File: config.mk
export PLATFORM = sky130hd
export DESIGN_NAME = selective_repeat_window_control
export DESIGN_NICKNAME = d
export VERILOG_FILES = /design/src/rtl/core/srwc_pkg.sv /design/src/rtl/core/srwc_window_unit.sv /design/src/rtl/core/srwc_rsp_reg.sv /design/src/rtl/core/selective_repeat_window_control.sv
export SDC_FILE = /design/constraint.sdc
export NUM_CORES = 1
export LEC_CHECK = 0
export BUFFER_PORTS_ARGS = -buffer_cell sky130_fd_sc_hd__clkbuf_2
export CELL_PAD_IN_SITES_DETAIL_PLACEMENT = 0
export CELL_PAD_IN_SITES_GLOBAL_PLACEMENT = 1
export CORE_ASPECT_RATIO = 0.75
export CORE_MARGIN = 8
export CORE_UTILIZATION = 42
export DETAILED_ROUTE_END_ITERATION = 10
export HOLD_SLACK_MARGIN = 0.15
export PLACE_DENSITY = 0.79
export SETUP_SLACK_MARGIN = 0.2
export SYNTH_ARGS = -nofsm -noshare
export SYNTH_HDL_FRONTEND = slang
export SYNTH_SLANG_ARGS = --single-unit
File: constraint.sdc
create_clock -name clock -period 3.84 [get_ports clock]
set_input_delay 0.384 -clock clock [delete_from_list [all_inputs] [get_ports clock]]
set_output_delay 0.384 -clock clock [all_outputs]
set_load 0.01 [all_outputs]
File: src/rtl/core/srwc_pkg.sv
// Shared types, codes and sequence helpers for the selective-repeat window controller.
package srwc_pkg;

   localparam int WINDOW_SLOTS = 8;
   localparam int SEQ_MODULUS  = 16;
   localparam int MAX_RESULTS  = 20;

   localparam int SEQ_W  = 4;
   localparam int SLOT_W = 3;
   localparam int CMD_W  = 3;
   localparam int ACT_W  = 3;
   localparam int FT_W   = 2;
   localparam int OUT_W  = $clog2(WINDOW_SLOTS + 1);
   localparam int CNT_W  = $clog2(MAX_RESULTS + 1);

   localparam logic [ACT_W-1:0] ACT_HOST    = 3'd0;
   localparam logic [ACT_W-1:0] ACT_LINK    = 3'd1;
   localparam logic [ACT_W-1:0] ACT_FRAME   = 3'd2;
   localparam logic [ACT_W-1:0] ACT_ACK_TO  = 3'd3;
   localparam logic [ACT_W-1:0] ACT_DATA_TO = 3'd4;

   localparam logic [FT_W-1:0] FT_DATA = 2'd0;
   localparam logic [FT_W-1:0] FT_ACK  = 2'd1;
   localparam logic [FT_W-1:0] FT_NAK  = 2'd2;

   typedef enum logic [CMD_W-1:0] {
      CMD_STATUS     = 3'd0,
      CMD_SEND_DATA  = 3'd1,
      CMD_SEND_ACK   = 3'd2,
      CMD_SEND_NAK   = 3'd3,
      CMD_STORE      = 3'd4,
      CMD_DELIVER    = 3'd5,
      CMD_START_ACKT = 3'd6,
      CMD_STOP_DATAT = 3'd7
   } cmd_type;

   typedef enum logic [2:0] {
      ST_IDLE,
      ST_DECIDE,
      ST_STORE,
      ST_DELIVER,
      ST_NAK_RESEND,
      ST_ACK_WALK,
      ST_STATUS
   } st_type;

   typedef struct packed {
      cmd_type              command;
      logic [SEQ_W-1:0]     seq;
      logic [SEQ_W-1:0]     ack;
      logic [SLOT_W-1:0]    slot;
      logic                 network_enable;
      logic                 last;
   } rsp_word_type;

   function automatic logic [SEQ_W-1:0] next_seq(input logic [SEQ_W-1:0] s);
      return (s == SEQ_W'(SEQ_MODULUS - 1)) ? '0 : s + 1'b1;
   endfunction

   function automatic logic [SEQ_W-1:0] prev_seq(input logic [SEQ_W-1:0] s);
      return (s == '0) ? SEQ_W'(SEQ_MODULUS - 1) : s - 1'b1;
   endfunction

   function automatic logic [SLOT_W-1:0] slot_of(input logic [SEQ_W-1:0] s);
      return SLOT_W'(s % WINDOW_SLOTS);
   endfunction

endpackage

File: src/rtl/core/srwc_window_unit.sv
// Shared circular window test: lo <= probe < hi modulo the sequence space.
module srwc_window_unit (
   input  logic [srwc_pkg::SEQ_W-1:0] lo,
   input  logic [srwc_pkg::SEQ_W-1:0] probe,
   input  logic [srwc_pkg::SEQ_W-1:0] hi,
   output logic                       hit
);

   logic lo_le_probe;
   logic probe_lt_hi;
   logic hi_lt_lo;

   assign lo_le_probe = (lo <= probe);
   assign probe_lt_hi = (probe < hi);
   assign hi_lt_lo    = (hi < lo);

   assign hit = (lo_le_probe && probe_lt_hi) || (hi_lt_lo && lo_le_probe) ||
                (probe_lt_hi && hi_lt_lo);

endmodule

File: src/rtl/core/srwc_rsp_reg.sv
// Output register holding one result word until the consumer takes it.
module srwc_rsp_reg (
   input  logic                   clock,
   input  logic                   reset,
   input  logic                   load,
   input  srwc_pkg::rsp_word_type word_in,
   input  logic                   rsp_ready,
   output logic                   rsp_valid,
   output srwc_pkg::rsp_word_type word_out,
   output logic                   free
);

   logic                   valid_ff;
   logic                   valid_in;
   srwc_pkg::rsp_word_type word_ff;

   assign free     = !valid_ff || rsp_ready;
   assign valid_in = load ? 1'b1 : (valid_ff && !rsp_ready);

   always_ff @(posedge clock) begin
      if (reset) begin
         valid_ff <= 1'b0;
      end else begin
         valid_ff <= valid_in;
      end
   end

   always_ff @(posedge clock) begin
      if (load) begin
         word_ff <= word_in;
      end
   end

   assign rsp_valid = valid_ff;
   assign word_out  = word_ff;

endmodule

File: src/rtl/core/selective_repeat_window_control.sv
// Top level: event sequencer and window state of the selective-repeat controller.
// Throughput: one result word per cycle while rsp_ready is high; the sequencer steps the
// delivery and acknowledge walks one sequence number per cycle while the output register
// is free, and takes no new event until it returns to idle.
// Reset: synchronous; window edges, counts and marks return to their initial values.
module selective_repeat_window_control (
   input  logic                        clock,
   input  logic                        reset,
   input  logic                        req_valid,
   output logic                        req_ready,
   input  logic [srwc_pkg::ACT_W-1:0]  req_action,
   input  logic                        req_frame_good,
   input  logic [srwc_pkg::FT_W-1:0]   req_frame_type,
   input  logic [srwc_pkg::SEQ_W-1:0]  req_rx_seq,
   input  logic [srwc_pkg::SEQ_W-1:0]  req_rx_ack,
   input  logic [srwc_pkg::SEQ_W-1:0]  req_expired_seq,
   output logic                        rsp_valid,
   input  logic                        rsp_ready,
   output logic [srwc_pkg::CMD_W-1:0]  rsp_command,
   output logic [srwc_pkg::SEQ_W-1:0]  rsp_seq_out,
   output logic [srwc_pkg::SEQ_W-1:0]  rsp_ack_out,
   output logic [srwc_pkg::SLOT_W-1:0] rsp_slot_out,
   output logic                        rsp_network_enable,
   output logic                        rsp_last
);

   srwc_pkg::st_type state_ff, state_in;

   logic [srwc_pkg::ACT_W-1:0]  act_ff;
   logic                        good_ff;
   logic [srwc_pkg::FT_W-1:0]   ft_ff;
   logic [srwc_pkg::SEQ_W-1:0]  rseq_ff;
   logic [srwc_pkg::SEQ_W-1:0]  rack_ff;
   logic [srwc_pkg::SEQ_W-1:0]  eseq_ff;

   logic [srwc_pkg::SEQ_W-1:0]  aes_ff, aes_in;
   logic [srwc_pkg::SEQ_W-1:0]  nss_ff, nss_in;
   logic [srwc_pkg::SEQ_W-1:0]  rexp_ff, rexp_in;
   logic [srwc_pkg::SEQ_W-1:0]  rwe_ff, rwe_in;
   logic [srwc_pkg::OUT_W-1:0]  outst_ff, outst_in;
   logic                        nak_ok_ff, nak_ok_in;
   logic                        link_ff, link_in;
   logic [srwc_pkg::WINDOW_SLOTS-1:0] marks_ff, marks_in;
   logic                        any_ff, any_in;
   logic [srwc_pkg::CNT_W-1:0]  cnt_ff, cnt_in;

   logic                        accept;
   logic                        advance;
   logic                        free;
   logic                        emit;
   logic                        load;
   srwc_pkg::rsp_word_type      word;
   srwc_pkg::rsp_word_type      word_out;

   logic [srwc_pkg::SEQ_W-1:0]  win_lo, win_probe, win_hi;
   logic                        win_hit;

   logic                        room;
   logic                        rseq_mark;
   logic                        rexp_mark;

   assign req_ready = (state_ff == srwc_pkg::ST_IDLE);
   assign accept    = req_valid && req_ready;
   assign advance   = free && (state_ff != srwc_pkg::ST_IDLE);

   assign room      = (outst_ff < srwc_pkg::OUT_W'(srwc_pkg::WINDOW_SLOTS));
   assign rseq_mark = marks_ff[srwc_pkg::slot_of(rseq_ff)];
   assign rexp_mark = marks_ff[srwc_pkg::slot_of(rexp_ff)];

   srwc_window_unit u_win (
      .lo    (win_lo),
      .probe (win_probe),
      .hi    (win_hi),
      .hit   (win_hit)
   );

   // operand select for the shared window unit
   always_comb begin
      win_lo    = aes_ff;
      win_probe = rack_ff;
      win_hi    = nss_ff;
      case (state_ff)
         srwc_pkg::ST_STORE: begin
            win_lo    = rexp_ff;
            win_probe = rseq_ff;
            win_hi    = rwe_ff;
         end
         srwc_pkg::ST_NAK_RESEND: begin
            win_probe = srwc_pkg::next_seq(rack_ff);
         end
         default: begin
            win_lo = aes_ff;
         end
      endcase
   end

   // next state
   always_comb begin
      state_in = state_ff;
      case (state_ff)
         srwc_pkg::ST_IDLE: begin
            if (accept) state_in = srwc_pkg::ST_DECIDE;
         end
         srwc_pkg::ST_DECIDE: begin
            if (advance) begin
               state_in = srwc_pkg::ST_STATUS;
               if (act_ff == srwc_pkg::ACT_FRAME && good_ff) begin
                  if (ft_ff == srwc_pkg::FT_DATA) begin
                     state_in = srwc_pkg::ST_STORE;
                  end else if (ft_ff == srwc_pkg::FT_NAK) begin
                     state_in = srwc_pkg::ST_NAK_RESEND;
                  end else begin
                     state_in = srwc_pkg::ST_ACK_WALK;
                  end
               end
            end
         end
         srwc_pkg::ST_STORE: begin
            if (advance) begin
               state_in = (win_hit && !rseq_mark) ? srwc_pkg::ST_DELIVER
                                                  : srwc_pkg::ST_ACK_WALK;
            end
         end
         srwc_pkg::ST_DELIVER: begin
            if (advance && !rexp_mark) state_in = srwc_pkg::ST_ACK_WALK;
         end
         srwc_pkg::ST_NAK_RESEND: begin
            if (advance) state_in = srwc_pkg::ST_ACK_WALK;
         end
         srwc_pkg::ST_ACK_WALK: begin
            if (advance && !(outst_ff != '0 && win_hit)) state_in = srwc_pkg::ST_STATUS;
         end
         srwc_pkg::ST_STATUS: begin
            if (advance) state_in = srwc_pkg::ST_IDLE;
         end
         default: begin
            state_in = srwc_pkg::ST_IDLE;
         end
      endcase
   end

   // result words and window state updates
   always_comb begin
      aes_in    = aes_ff;
      nss_in    = nss_ff;
      rexp_in   = rexp_ff;
      rwe_in    = rwe_ff;
      outst_in  = outst_ff;
      nak_ok_in = nak_ok_ff;
      link_in   = link_ff;
      marks_in  = marks_ff;
      any_in    = any_ff;
      cnt_in    = cnt_ff;
      emit      = 1'b0;
      word      = '0;
      word.command = srwc_pkg::CMD_STATUS;

      if (accept) begin
         any_in = 1'b0;
         cnt_in = '0;
      end

      if (advance) begin
         case (state_ff)
            srwc_pkg::ST_DECIDE: begin
               case (act_ff)
                  srwc_pkg::ACT_HOST: begin
                     if (room) begin
                        emit         = 1'b1;
                        word.command = srwc_pkg::CMD_SEND_DATA;
                        word.seq     = nss_ff;
                        word.ack     = srwc_pkg::prev_seq(rexp_ff);
                        word.slot    = srwc_pkg::slot_of(nss_ff);
                        outst_in     = outst_ff + 1'b1;
                        nss_in       = srwc_pkg::next_seq(nss_ff);
                        link_in      = 1'b0;
                     end
                  end
                  srwc_pkg::ACT_LINK: begin
                     link_in = 1'b1;
                  end
                  srwc_pkg::ACT_FRAME: begin
                     if (!good_ff) begin
                        if (nak_ok_ff) begin
                           emit         = 1'b1;
                           word.command = srwc_pkg::CMD_SEND_NAK;
                           word.ack     = srwc_pkg::prev_seq(rexp_ff);
                           nak_ok_in    = 1'b0;
                           link_in      = 1'b0;
                        end
                     end else if (ft_ff == srwc_pkg::FT_DATA) begin
                        emit = 1'b1;
                        if (rseq_ff != rexp_ff && nak_ok_ff) begin
                           word.command = srwc_pkg::CMD_SEND_NAK;
                           word.ack     = srwc_pkg::prev_seq(rexp_ff);
                           nak_ok_in    = 1'b0;
                           link_in      = 1'b0;
                        end else begin
                           word.command = srwc_pkg::CMD_START_ACKT;
                        end
                     end
                  end
                  srwc_pkg::ACT_ACK_TO: begin
                     emit         = 1'b1;
                     word.command = srwc_pkg::CMD_SEND_ACK;
                     word.ack     = srwc_pkg::prev_seq(rexp_ff);
                     link_in      = 1'b0;
                  end
                  srwc_pkg::ACT_DATA_TO: begin
                     emit         = 1'b1;
                     word.command = srwc_pkg::CMD_SEND_DATA;
                     word.seq     = eseq_ff;
                     word.ack     = srwc_pkg::prev_seq(rexp_ff);
                     word.slot    = srwc_pkg::slot_of(eseq_ff);
                     link_in      = 1'b0;
                  end
                  default: begin
                     emit = 1'b0;
                  end
               endcase
            end
            srwc_pkg::ST_STORE: begin
               if (win_hit && !rseq_mark) begin
                  emit         = 1'b1;
                  word.command = srwc_pkg::CMD_STORE;
                  word.seq     = rseq_ff;
                  word.slot    = srwc_pkg::slot_of(rseq_ff);
                  marks_in[srwc_pkg::slot_of(rseq_ff)] = 1'b1;
               end
            end
            srwc_pkg::ST_DELIVER: begin
               if (rexp_mark) begin
                  emit         = 1'b1;
                  word.command = srwc_pkg::CMD_DELIVER;
                  word.seq     = rexp_ff;
                  word.slot    = srwc_pkg::slot_of(rexp_ff);
                  nak_ok_in    = 1'b1;
                  marks_in[srwc_pkg::slot_of(rexp_ff)] = 1'b0;
                  rexp_in      = srwc_pkg::next_seq(rexp_ff);
                  rwe_in       = srwc_pkg::next_seq(rwe_ff);
                  any_in       = 1'b1;
               end else if (any_ff) begin
                  emit         = 1'b1;
                  word.command = srwc_pkg::CMD_START_ACKT;
               end
            end
            srwc_pkg::ST_NAK_RESEND: begin
               if (win_hit) begin
                  emit         = 1'b1;
                  word.command = srwc_pkg::CMD_SEND_DATA;
                  word.seq     = win_probe;
                  word.ack     = srwc_pkg::prev_seq(rexp_ff);
                  word.slot    = srwc_pkg::slot_of(win_probe);
                  link_in      = 1'b0;
               end
            end
            srwc_pkg::ST_ACK_WALK: begin
               if (outst_ff != '0 && win_hit) begin
                  emit         = 1'b1;
                  word.command = srwc_pkg::CMD_STOP_DATAT;
                  word.seq     = aes_ff;
                  word.slot    = srwc_pkg::slot_of(aes_ff);
                  outst_in     = outst_ff - 1'b1;
                  aes_in       = srwc_pkg::next_seq(aes_ff);
               end
            end
            srwc_pkg::ST_STATUS: begin
               emit                = 1'b1;
               word.command        = srwc_pkg::CMD_STATUS;
               word.network_enable = room && link_ff;
               word.last           = 1'b1;
            end
            default: begin
               emit = 1'b0;
            end
         endcase
      end

      // drop non-status words beyond the per-event limit
      load = emit && (word.last || cnt_ff < srwc_pkg::CNT_W'(srwc_pkg::MAX_RESULTS - 1));
      if (load && !word.last) cnt_in = cnt_ff + 1'b1;
   end

   always_ff @(posedge clock) begin
      if (reset) begin
         state_ff  <= srwc_pkg::ST_IDLE;
         aes_ff    <= '0;
         nss_ff    <= '0;
         rexp_ff   <= '0;
         rwe_ff    <= srwc_pkg::SEQ_W'(srwc_pkg::WINDOW_SLOTS % srwc_pkg::SEQ_MODULUS);
         outst_ff  <= '0;
         nak_ok_ff <= 1'b1;
         link_ff   <= 1'b0;
         marks_ff  <= '0;
         any_ff    <= 1'b0;
         cnt_ff    <= '0;
      end else begin
         state_ff  <= state_in;
         aes_ff    <= aes_in;
         nss_ff    <= nss_in;
         rexp_ff   <= rexp_in;
         rwe_ff    <= rwe_in;
         outst_ff  <= outst_in;
         nak_ok_ff <= nak_ok_in;
         link_ff   <= link_in;
         marks_ff  <= marks_in;
         any_ff    <= any_in;
         cnt_ff    <= cnt_in;
      end
   end

   always_ff @(posedge clock) begin
      if (accept) begin
         act_ff  <= req_action;
         good_ff <= req_frame_good;
         ft_ff   <= req_frame_type;
         rseq_ff <= req_rx_seq;
         rack_ff <= req_rx_ack;
         eseq_ff <= req_expired_seq;
      end
   end

   srwc_rsp_reg u_rsp (
      .clock     (clock),
      .reset     (reset),
      .load      (load),
      .word_in   (word),
      .rsp_ready (rsp_ready),
      .rsp_valid (rsp_valid),
      .word_out  (word_out),
      .free      (free)
   );

   assign rsp_command        = word_out.command;
   assign rsp_seq_out        = word_out.seq;
   assign rsp_ack_out        = word_out.ack;
   assign rsp_slot_out       = word_out.slot;
   assign rsp_network_enable = word_out.network_enable;
   assign rsp_last           = word_out.last;

endmodule
==> results of run 1 <==
[layout make-up]
class                   count  area (µm²)
fillers                   998        4960
multi-input cells         358        2500
flip-flops and latches     71        1740
repair buffers             71         452
clock buffers              10         239
well taps                 136         170
inverters                  28         105
clock inverters             6        83.8
[critical path, stage by stage, from the launching register on]
cell and delay [ps]:
dfxtp_2 340, buf_4 180, or2_2 320, o22ai_1 130, nand2_1 80, o221ai_1 130, inv_1 120, ha_1 240
a211oi_2 190, o211ai_1 110, o32a_1 400, maj3_4 450, o21ai_2 200, buf_4 160, o21a_1 200, mux2i_1 190
[power groups by stage]
| stage | Combinational [µW] | Clock (µW) | Sequential [µW] |
|---|---|---|---|
| after floorplan | 928 | 0 | 1030 |
| final | 1450 | 904 | 1060 |
| after global routing | 1550 | 947 | 1070 |
| after CTS | 1280 | 921 | 1040 |
| after global placement | 1230 | 0 | 1060 |
| after detailed placement | 1250 | 0 | 1060 |
[cells in the final DEF, fill, tap and decap left out, drive strengths merged, types with 4 or more instances in the layout]
cell type,netlist,final
clkbuf,21,49
nor3b,11,11
a21oi,33,33
nand3,13,13
buf,10,32
edfxtp,31,31
nor2,43,43
a31oi,9,9
nand4,6,6
nand2,47,47
inv,28,28
nand2b,11,11
o211ai,9,9
dfxtp,40,40
nor3,9,9
o31ai,6,6
o21a,6,6
o311ai,4,4
xor2,8,8
mux2i,14,14
and3,7,7
o21ai,22,22
ha,19,19
a221oi,6,6
nor2b,7,7
xnor2,6,6
or3,5,5
[sequential cells by signal (all words and copies together), names as in the netlist, 4 cells and up]
name	cells
aes_ff	4
cnt_ff	5
eseq_ff	4
marks_ff	8
nss_ff	4
outst_ff	4
rack_ff	4
rexp_ff	4
rseq_ff	4
rwe_ff	4
u_rsp.word_out	13
[synth_stat cells, types with 5 or more instances]
cell type / n
nand2b_1: 11
o31ai_1: 5
clkbuf_1: 20
inv_1: 28
nand3_1: 13
nor2b_1: 7
dfxtp_1: 40
a21oi_1: 33
nor3b_1: 9
nor2_1: 43
a221oi_1: 6
o211ai_1: 9
nand4_1: 6
o21a_1: 6
o21ai_0: 20
nor3_1: 7
a31oi_1: 9
or3_1: 5
xor2_1: 8
nand2_1: 47
and3_1: 7
xnor2_1: 6
edfxtp_1: 31
mux2i_1: 14
ha_1: 19
[kinds of logic after synthesis]
group | after synthesis
buffers and inverters | 59
XOR/XNOR | 14
AO/OA/AOI/OAI | 129
flip-flops | 71
multiplexers | 16
AND/OR/NAND/NOR | 177
adder cells (fa/ha/maj) | 21
[worst max-delay path by stage]
| stage | slack [ps] | to | cells past startpoint |
|---|---|---|---|
| final | 320 | cnt_ff[1]$_SDFFE_PP0P_ | 15 |
| after global routing | 200 | u_rsp.word_out[11]$_SDFFCE_PN0P_ | 13 |
| after CTS | 210 | u_rsp.word_out[11]$_SDFFCE_PN0P_ | 13 |
| after detailed placement | 80 | u_rsp.word_out[5]$_SDFFCE_PN0P_ | 12 |
| after global placement | 210 | u_rsp.word_out[5]$_SDFFCE_PN0P_ | 12 |
| after floorplan | 250 | u_rsp.word_out[0]$_DFFE_PP_ | 14 |
[routing by layer]
layer | global-route usage | vias to the layer above | routed length [µm]
met1 | 0.237 | 1873 | 5840
met2 | 0.259 | 152 | 5560
met3 | 0.0431 | 12 | 761
met5 | 0 | - | 0
met4 | 0.0488 | 0 | 140
li1 | - | 1895 | -
[metrics by stage]
stage                     setup WS (ps)  std cells   util  hold slack [ps]  instance area [µm²]
final                               319        680  0.516              218                 5290
after global routing                198        680  0.516              207                 5290
after CTS                           207        671  0.501              214                 5130
after detailed placement           77.3        655  0.468              487                 4790
after global placement              206        655  0.468              484                 4790
after floorplan                     249        487      -              452                 4390
[what timing repair did]
item,CTS,global route
setup endpoints to repair,19,49
resized for setup,4,19
cloned,0,1
setup buffers,0,8
pin swaps,1,9
==> out/results.txt, run 1 <==
outcome - finished, final reports clean
via count - 3,932
DRT iter0 DRCs - 374
Worst Max-Slew Pin Slew - 918 ps
final hold vios - 0
clock buffer count from CTS - 9
Clk Latency, worst-skew pair - 340 ps
Comb pwr share - 0.424
XOR/XNOR Fraction of Synth Area - 0.0279
HP Class - primary input to register
ys flop type - dfxtp_1
reg2reg end - cnt_ff[1]$_SDFFE_PP0P_
vias in the first global route - 3,638
Sequential Power Share - 0.311
Die Y - 105 µm
Critical Path RT - 4110 ps
Final TNS setup - 0 ps
largest net degree at the start of global routing - 32
CTS tree - yes
register area share after synthesis - 0.395
WP data arrival - 3790 ps
total grt overflow - 0
DR pass1 iterations - 5
R2R setup slack - 320 ps
Slew Limit Fails - 0
gr usage total - 0.171
cell depth of the worst hold path - 1
clock-pin slew on the worst setup and hold paths - 60 ps
core box area - 10,200 µm²
Starting Density - 0.428
Slew HR - 0.381
#FFs+latches synth - 71
Critical Path Fanout Max - 12
Max Clk Rate - 0.284 GHz
P per Cell Area - 644 nW/µm²
Compound-Gate Fraction of Synth Area - 0.202
first-pass GRT wire length - 19,300 µm
post-layout total power - 3410 µW
CP Launch Point - state_ff[1]$_SDFFE_PP0P_
DR WL/cell - 18.1 µm
die width - 134 µm
mux contribution to synthesized area - 0.0396
Root Buffer - clkbuf_16
count of clock tree sinks - 71
hold path startpoint - req_rx_seq[2]
CTS max path bufs - 2
reg2reg path depth - 15
Die Footprint - 14,000 µm²
skew final - 6.29 ps
Hold Path Sink - rseq_ff[2]$_DFFE_PP_
Antenna Cells - 0
Routed Antenna Nets - 0
Post-synth EDFFs - 31
Net Sw Frac - 0.380
leak pwr - 0.00199 µW
Unique masters post-synth - 77
switching pwr - 1290 µW
Synth area leader - edfxtp_1
H-tree levels - 3
I/O pin total - 40
Max Cap Viol - 0
number of core rows - 32
Placer Congestion - 0.903
DPL Wire Length - 8800 µm
antenna violations before repair - 0
DRT Wirelength - 12,300 µm
share of cells above drive strength 1 - 0.232
Synth area leaders - edfxtp_1 21%, dfxtp_1 18%, ha_1 5.4%
Crit Path Class - register to register
final setup vio count - 0
Net Count, Synth - 529
hold_buf cts - 0
Synthesis Warnings - 0
Yosys top cell area share - 0.212
synthesized area - 4390 µm²
largest family of logic cells by synthesized area - simple AND/OR/NAND/NOR gates
RSZ-0062 raised after global routing - no
Syn Area/Cell - 9.01 µm²
asr flop ratio synth - 0
Clk pwr share - 0.265
Post-Synth Simple-Gate Area - 0.218
post-route minimum period - 3520 ps
reg-to-reg startpoint - state_ff[1]$_SDFFE_PP0P_
VDD IR max - 0.386 mV
startpoint types - register
routed vias/inst - 5.78
NumNets Final - 581
internal power - 2110 µW
DR DRC count - 0
Post-Synthesis Cells - 487
fin crit share - 0.917
Area growth, synth to finish - 20.5%
Worst setup EP type - register
port bufs - 39
area share of fa/ha/maj cells after synthesis - 0.0613
(Power assumes the default switching activity.)
==> run 2: changes to the inputs <==
ABC_CLOCK_PERIOD_IN_PS = 3840   (was unset)
SYNTH_HIERARCHICAL = 1   (was unset)
==> run 2 against run 1 <==
Compared with the run above:
- the flow now finishes with violations (negative setup slack)
- worst setup slack worse by 390 ps
- flip-flop and latch count up 3
- clock power down 8.4%
- fmax decreased by 10%
- sequential power about the same
- combinational power rose by 31%
==> out/results.txt, run 2 <==
leading cell type in the layout, fill and taps excluded - nor2_1
leak pwr - 0.00225 µW (+13%)
share of cells above drive strength 1 - 0.324 (+0.0926)
placed cell areas - 5190 µm² (+8.2%)
VDD IR max - 0.294 mV (-24%)
NumNets Final - 621 (+6.9%)
Slew HR - 0.433 (+0.0512)
Clk Latency, worst-skew pair - 340 ps (about the same)
switching pwr - 1450 µW (+12%)
Root Buffer - clkbuf_16
ys flop type - dfxtp_1
final setup vio count - 25 (+25)
register area share after synthesis - 0.402 (+0.00791)
Worst Max-Slew Pin Slew - 850 ps (-68.0 ps)
DR WL/cell - 18.7 µm (+3.5%)
most frequent cells after synthesis - 55 x nor2_1, 53 x a21oi_1, 43 x nand2_1
Synthesis Warnings - 6 (+6)
gr usage total - 0.189 (+0.0175)
post-route minimum period - 3910 ps (+393 ps)
Post-synth EDFFs - 34 (+9.7%)
max FFs per register - 16 (+3)
vias in the first global route - 4,108 (+13%)
Max Clk Rate - 0.255 GHz (-10%)
RSZ-0062 raised after global routing - yes
Finished Cell Area - 5910 µm² (+12%)
WP data arrival - 4140 ps (+350 ps)
critical path, cell by cell - ha_2, a311oi_2, a21boi_1, o32ai_2, a21boi_2, inv_2, ha_4, nand2_2, o21ai_1, o21ai_1, maj3_2, or2_4, a32oi_2, o211ai_4, buf_6, o311ai_4, nor3b_1, a211o_1
die width - 136 µm (+1.4%)
failing checks - negative setup slack
FILL cells - 929 (-6.9%)
routed vias/inst - 5.84 (+0.95%)
Synth area leaders - edfxtp_1 23%, dfxtp_1 18%, a21oi_1 5.9%
Cells after DPL - 685 (+4.6%)
Hold Path Sink - ft_ff[1]$_DFFE_PP_
I/O pin total - 40 (unchanged)
Post-Synthesis Cells - 495 (+1.6%)
WHS - 215 ps (-2.93 ps)
Comb pwr share - 0.499 (+0.075)
Die Y - 106 µm (+1.3%)
antenna violations before repair - 0 (unchanged)
Max Cap Viol - 0 (unchanged)
count of clock tree sinks - 74 (+4.2%)
Placer Congestion - 0.912 (+1.0%)
Crit Path Class - register to register
Slowest-stage cell, CP - edfxtp_1
Clk pwr share - 0.217 (-0.048)
skew final - 9.16 ps (+2.87 ps)
total grt overflow - 0 (unchanged)
DR pass1 iterations - 5 (unchanged)
Net Count, Synth - 538 (+1.7%)
#FFs+latches synth - 74 (+4.2%)
Yosys top cell area share - 0.226 (+0.0135)
Critical Path RT - 4070 ps (-40 ps)
port bufs - 39 (unchanged)
Post-Layout Cell Count - 719 (+5.7%)
Worst setup EP type - register
synthesized area - 4530 µm² (+3.1%)
count leader, synth - nor2_1
cell depth of the worst hold path - 1 (unchanged)
Die Footprint - 14,400 µm² (+2.7%)
clock buffer count from CTS - 9 (unchanged)
Area growth, synth to finish - 30.6%
Syn Area/Cell - 9.15 µm² (+1.5%)
first-pass GRT wire length - 21,600 µm (+12%)
internal power - 2370 µW (+12%)
DR DRC count - 0 (unchanged)
most frequent CP cell - o21ai_1
asr flop ratio synth - 0 (unchanged)
HP Class - primary input to register
reg2reg end - cnt_ff[2]$_SDFFE_PP0P_
R2R setup slack - -70 ps (-390 ps)
fin crit share - 1.02 (+0.102)
core box area - 10,400 µm² (+1.6%)
startpoint types - register
reg-to-reg startpoint - rack_ff[1]$_DFFE_PP_
Unique masters post-synth - 75 (-2.6%)
via count - 4,197 (+6.7%)
DRT iter0 DRCs - 239 (-36%)
outcome - complete, but fails checks
largest net degree at the start of global routing - 35 (+9.4%)
number of core rows - 32 (unchanged)
Antenna Cells - 0 (unchanged)
most frequent cells in the layout - 52 x nor2_1, 42 x a21oi_1, 42 x buf_4
CTS max path bufs - 2 (unchanged)
clock-pin slew on the worst setup and hold paths - 60 ps (about the same)
Critical Path Fanout Max - 3 (-9)
Routed Antenna Nets - 0 (unchanged)
Net Sw Frac - 0.380 (about the same)
hold path startpoint - req_frame_type[1]
final hold vios - 0 (unchanged)
CTS tree - yes
DRT Wirelength - 13,500 µm (+9.5%)
DPL Wire Length - 9590 µm (+9.0%)
Synth area leader - edfxtp_1
final worst setup slack - -74.5 ps (-393 ps)
Slew Limit Fails - 0 (unchanged)
reg2reg path depth - 18 (+3)
P per Cell Area - 646 nW/µm² (+0.31%)
Starting Density - 0.435 (+0.00663)
H-tree levels - 3 (unchanged)
post-layout total power - 3820 µW (+12%)
Sequential Power Share - 0.285 (-0.026)
crit-path max cell delay - 400 ps (-50 ps)
[run 2: critical path: cells and delay by family (launching register included)]
family	cells	cell delay, ps
compound gates	10	1990
flops	1	400
buf+inv	2	200
fa+ha+maj	3	850
simple gates	3	370
[run 2: cells by family after synthesis]
family	share of synthesized area
compound gates	0.196
flops	0.402
simple gates	0.200
xor+xnor	0.0252
mux	0.0677
buf+inv	0.0467
fa+ha+maj	0.0622
[run 2: metal layers]
layer	GRT usage	routed length (µm)	vias to the layer above
met5	0	0	-
met3	0.0456	1040	23
li1	-	-	1972
met1	0.248	5920	2041
met2	0.297	6260	161
met4	0.0657	252	0
[run 2: per-stage QoR]
step | setup WS, ps | setup TNS (ps) | util
floorplan | 107 | 0 | -
global placement | -106 | -2010 | 0.498
detailed placement | -214 | -4240 | 0.498
CTS | -2.47 | -2.47 | 0.551
global route | -197 | -5830 | 0.568
finish | -74.5 | -752 | 0.568
[run 2: power groups by stage]
stage	registers (µW)	logic, µW	clock network (µW)
floorplan	1090	956	0
global placement	1100	1470	0
detailed placement	1100	1500	0
CTS	1080	1750	842
global route	1100	2050	876
finish	1090	1900	828
[run 2: worst max path at each step]
stage	start	to	slack (ps)
2_1_floorplan	rack_ff[1]$_DFFE_PP_	u_rsp/word_out[0]$_DFFE_PP_	110
3_3_place_gp	rack_ff[1]$_DFFE_PP_	u_rsp/word_out[6]$_DFFE_PP_	-110
3_5_place_dp	rack_ff[1]$_DFFE_PP_	u_rsp/word_out[5]$_DFFE_PP_	-210
4_1_cts	rack_ff[0]$_DFFE_PP_	cnt_ff[0]$_SDFFE_PP0P_	-2
5_1_grt	rack_ff[1]$_DFFE_PP_	u_rsp/word_out[7]$_DFFE_PP_	-200
6_report	rack_ff[1]$_DFFE_PP_	cnt_ff[2]$_SDFFE_PP0P_	-70
[run 2: final cells by class]
type / instances / area [µm²] / area share
clock buffers: 10 / 229 / 0.0387
flip-flops and latches: 74 / 1820 / 0.308
inverters: 24 / 92.6 / 0.0157
well taps: 136 / 170 / 0.0288
repair buffers: 97 / 733 / 0.124
multi-input cells: 372 / 2810 / 0.475
clock inverters: 6 / 57.6 / 0.00974
[run 2: timing repair]
action,CTS,global route
setup buffers,10,7
cloned,1,0
hold buffers,0,0
resized for setup,32,28
setup endpoints to repair,48,56
pin swaps,17,34
==> run 3: changes to the inputs <==
ABC_CLOCK_PERIOD_IN_PS = 3700   (was 3840)
CORE_UTILIZATION = 46   (was 42)
PLACE_DENSITY = 0.82   (was 0.79)
SKIP_CTS_REPAIR_TIMING = 1   (was unset)
clock period = 3.7 ns   (was 3.84 ns; I/O delays follow)
==> run 3 against run 2 <==
Compared with the run above:
- the flow still finishes with violations (negative setup slack)
- clock skew is 2.6 ps lower
- first-iteration DRC count is 25% higher
- register-to-register slack worse by 140 ps
- critical path depth is 1 higher
- worst setup slack worse by 140 ps
- clock power is 4.0% lower
- critical endpoint is now cnt_ff[3]$_SDFFE_PP0P_
- largest power group unchanged
- highest routed layer unchanged
==> out/results.txt, run 3 (synthesized netlist as in run 2, its figures left out) <==
core box area - 9620 µm² (-7.6%)
CTS tree - yes
Clk Latency, worst-skew pair - 340 ps (about the same)
Worst setup EP type - register
DR WL/cell - 18.2 µm (-3.1%)
failing checks - negative setup slack
WHS - 201 ps (-13.7 ps)
Slowest-stage cell, CP - edfxtp_1
DRT iter0 DRCs - 298 (+25%)
clock buffer count from CTS - 9 (unchanged)
Starting Density - 0.471 (+0.0357)
largest net degree at the start of global routing - 34 (-2.9%)
critical path's top delay family - compound AO/OA/AOI/OAI gates
antenna violations before repair - 0 (unchanged)
I/O pin total - 40 (unchanged)
hold path startpoint - req_expired_seq[0]
critical path, cell by cell - ha_2, a311oi_2, a21boi_1, o32ai_2, a21boi_2, inv_2, ha_4, nand2_2, o21ai_1, o21ai_1, maj3_2, or2_4, a32oi_2, o211ai_4, buf_6, o311ai_4, buf_4, a21oi_1, a21o_1
Crit Path Class - register to register
Area growth, synth to finish - 29.4%
DPL Wire Length - 9470 µm (-1.3%)
HP Class - primary input to register
Finished Cell Area - 5860 µm² (-0.93%)
skew final - 6.55 ps (-2.61 ps)
post-route minimum period - 3920 ps (+3.56 ps)
worst path bufs/invs - 3 (+1)
Slew Limit Fails - 0 (unchanged)
reg-to-reg startpoint - rack_ff[0]$_DFFE_PP_
final hold vios - 0 (unchanged)
vias in the first global route - 3,978 (-3.2%)
routed vias/inst - 5.67 (-2.8%)
reg2reg end - cnt_ff[3]$_SDFFE_PP0P_
via count - 4,063 (-3.2%)
Critical Path RT - 3940 ps (-130 ps)
RSZ-0062 raised after global routing - yes
count of clock tree sinks - 74 (unchanged)
Final TNS setup - -2140 ps (-1380 ps)
DR pass1 iterations - 5 (unchanged)
VDD IR max - 0.294 mV (-0.10%)
CTS max path bufs - 2 (unchanged)
Critical Path Fanout Max - 3 (unchanged)
outcome - complete, but fails checks
FILL cells - 831 (-11%)
most frequent CP cell - o21ai_1
clock-pin slew on the worst setup and hold paths - 60 ps (about the same)
Placer Congestion - 0.952 (+4.4%)
crit-path max cell delay - 400 ps (about the same)
Die Footprint - 13,300 µm² (-7.6%)
NumNets Final - 622 (+0.16%)
startpoint types - register
Routed Antenna Nets - 0 (unchanged)
die width - 131 µm (-3.9%)
Slew HR - 0.449 (+0.0161)
first-pass GRT wire length - 20,500 µm (-4.9%)
Antenna Cells - 0 (unchanged)
total grt overflow - 0 (unchanged)
placed cell areas - 5230 µm² (+0.82%)
Die Y - 102 µm (-3.8%)
fin crit share - 1.06 (+0.0395)
final worst setup slack - -218 ps (-144 ps)
Worst Max-Slew Pin Slew - 816 ps (-34.3 ps)
leading cell type in the layout, fill and taps excluded - nor2_1
Max Cap Viol - 0 (unchanged)
leak pwr - 0.00225 µW (+0.27%)
Max Clk Rate - 0.255 GHz (about the same)
most frequent cells in the layout - 52 x nor2_1, 50 x buf_4, 44 x a21oi_1, 42 x nand2_1
DR DRC count - 0 (unchanged)
Hold Path Sink - eseq_ff[0]$_DFFE_PP_
share of cells above drive strength 1 - 0.317 (-0.00740)
reg2reg path depth - 19 (+1)
cell depth of the worst hold path - 1 (unchanged)
gr usage total - 0.200 (+0.0114)
H-tree levels - 3 (unchanged)
max FFs per register - 16 (unchanged)
final setup vio count - 33 (+32%)
R2R setup slack - -220 ps (-140 ps)
WP data arrival - 4150 ps (about the same)
P per Cell Area - 647 nW/µm² (+0.10%)
number of core rows - 31 (-3.1%)
DRT Wirelength - 13,000 µm (-3.5%)
Root Buffer - clkbuf_16
port bufs - 39 (unchanged)
==> run 3: cell types whose count changed in the layout (fill, tap and decap cells not counted), moves of 2 or more <==
cell	delta
buf_4	+8
buf_6	-5
a21oi_2	-3
nand2_1	+3
nand2_2	-3
a21oi_1	+2
a22oi_1	-2
a22oi_2	+2
inv_1	+2
==> run 3: worst max path at each step <==
stage                    startpoint                           end  slack, ps  depth (start not counted)
3_5_place_dp   rack_ff[1]$_DFFE_PP_  u_rsp/word_out[14]$_DFFE_PP_       -390                         16
5_1_grt        rack_ff[0]$_DFFE_PP_        cnt_ff[0]$_SDFFE_PP0P_       -440                         19
4_1_cts        rack_ff[1]$_DFFE_PP_  u_rsp/word_out[12]$_DFFE_PP_       -390                         16
3_3_place_gp   rack_ff[1]$_DFFE_PP_  u_rsp/word_out[14]$_DFFE_PP_       -290                         16
6_report       rack_ff[0]$_DFFE_PP_        cnt_ff[3]$_SDFFE_PP0P_       -220                         19
2_1_floorplan  rack_ff[1]$_DFFE_PP_   u_rsp/word_out[0]$_DFFE_PP_        -30                         15
==> run 3: layout make-up <==
| class | count | area [µm²] | share of cell area |
|---|---|---|---|
| Clock buffer | 11 | 233 | 0.0397 |
| Inverter | 24 | 90.1 | 0.0154 |
| Multi-Input combinational cell | 372 | 2820 | 0.482 |
| Timing Repair Buffer | 98 | 689 | 0.118 |
| Sequential cell | 74 | 1820 | 0.311 |
| Clock inverter | 5 | 32.5 | 0.00556 |
| Tap cell | 132 | 165 | 0.0282 |
==> run 3: per-stage QoR <==
step,utilization,setup slack (ps),std cells,power (µW)
after floorplan,-,-32.9,495,2130
after global placement,0.544,-287,689,2680
after detailed placement,0.544,-386,689,2720
after CTS,0.571,-393,705,3520
after global routing,0.609,-439,716,4000
final,0.609,-218,716,3790
==> run 3: power by group <==
| part | switching (µW) | internal (µW) |
|---|---|---|
| logic | 1030 | 846 |
| clock network | 342 | 453 |
| registers | 97.8 | 1020 |
| total | 1470 | 2320 |
==> run 3: per-layer routing <==
| metal | track usage | up-vias | wire (µm) |
|---|---|---|---|
| met5 | 0 | - | 0 |
| met2 | 0.319 | 123 | 6010 |
| met3 | 0.0407 | 16 | 711 |
| li1 | - | 1968 | - |
| met4 | 0.0704 | 0 | 184 |
| met1 | 0.265 | 1956 | 6090 |
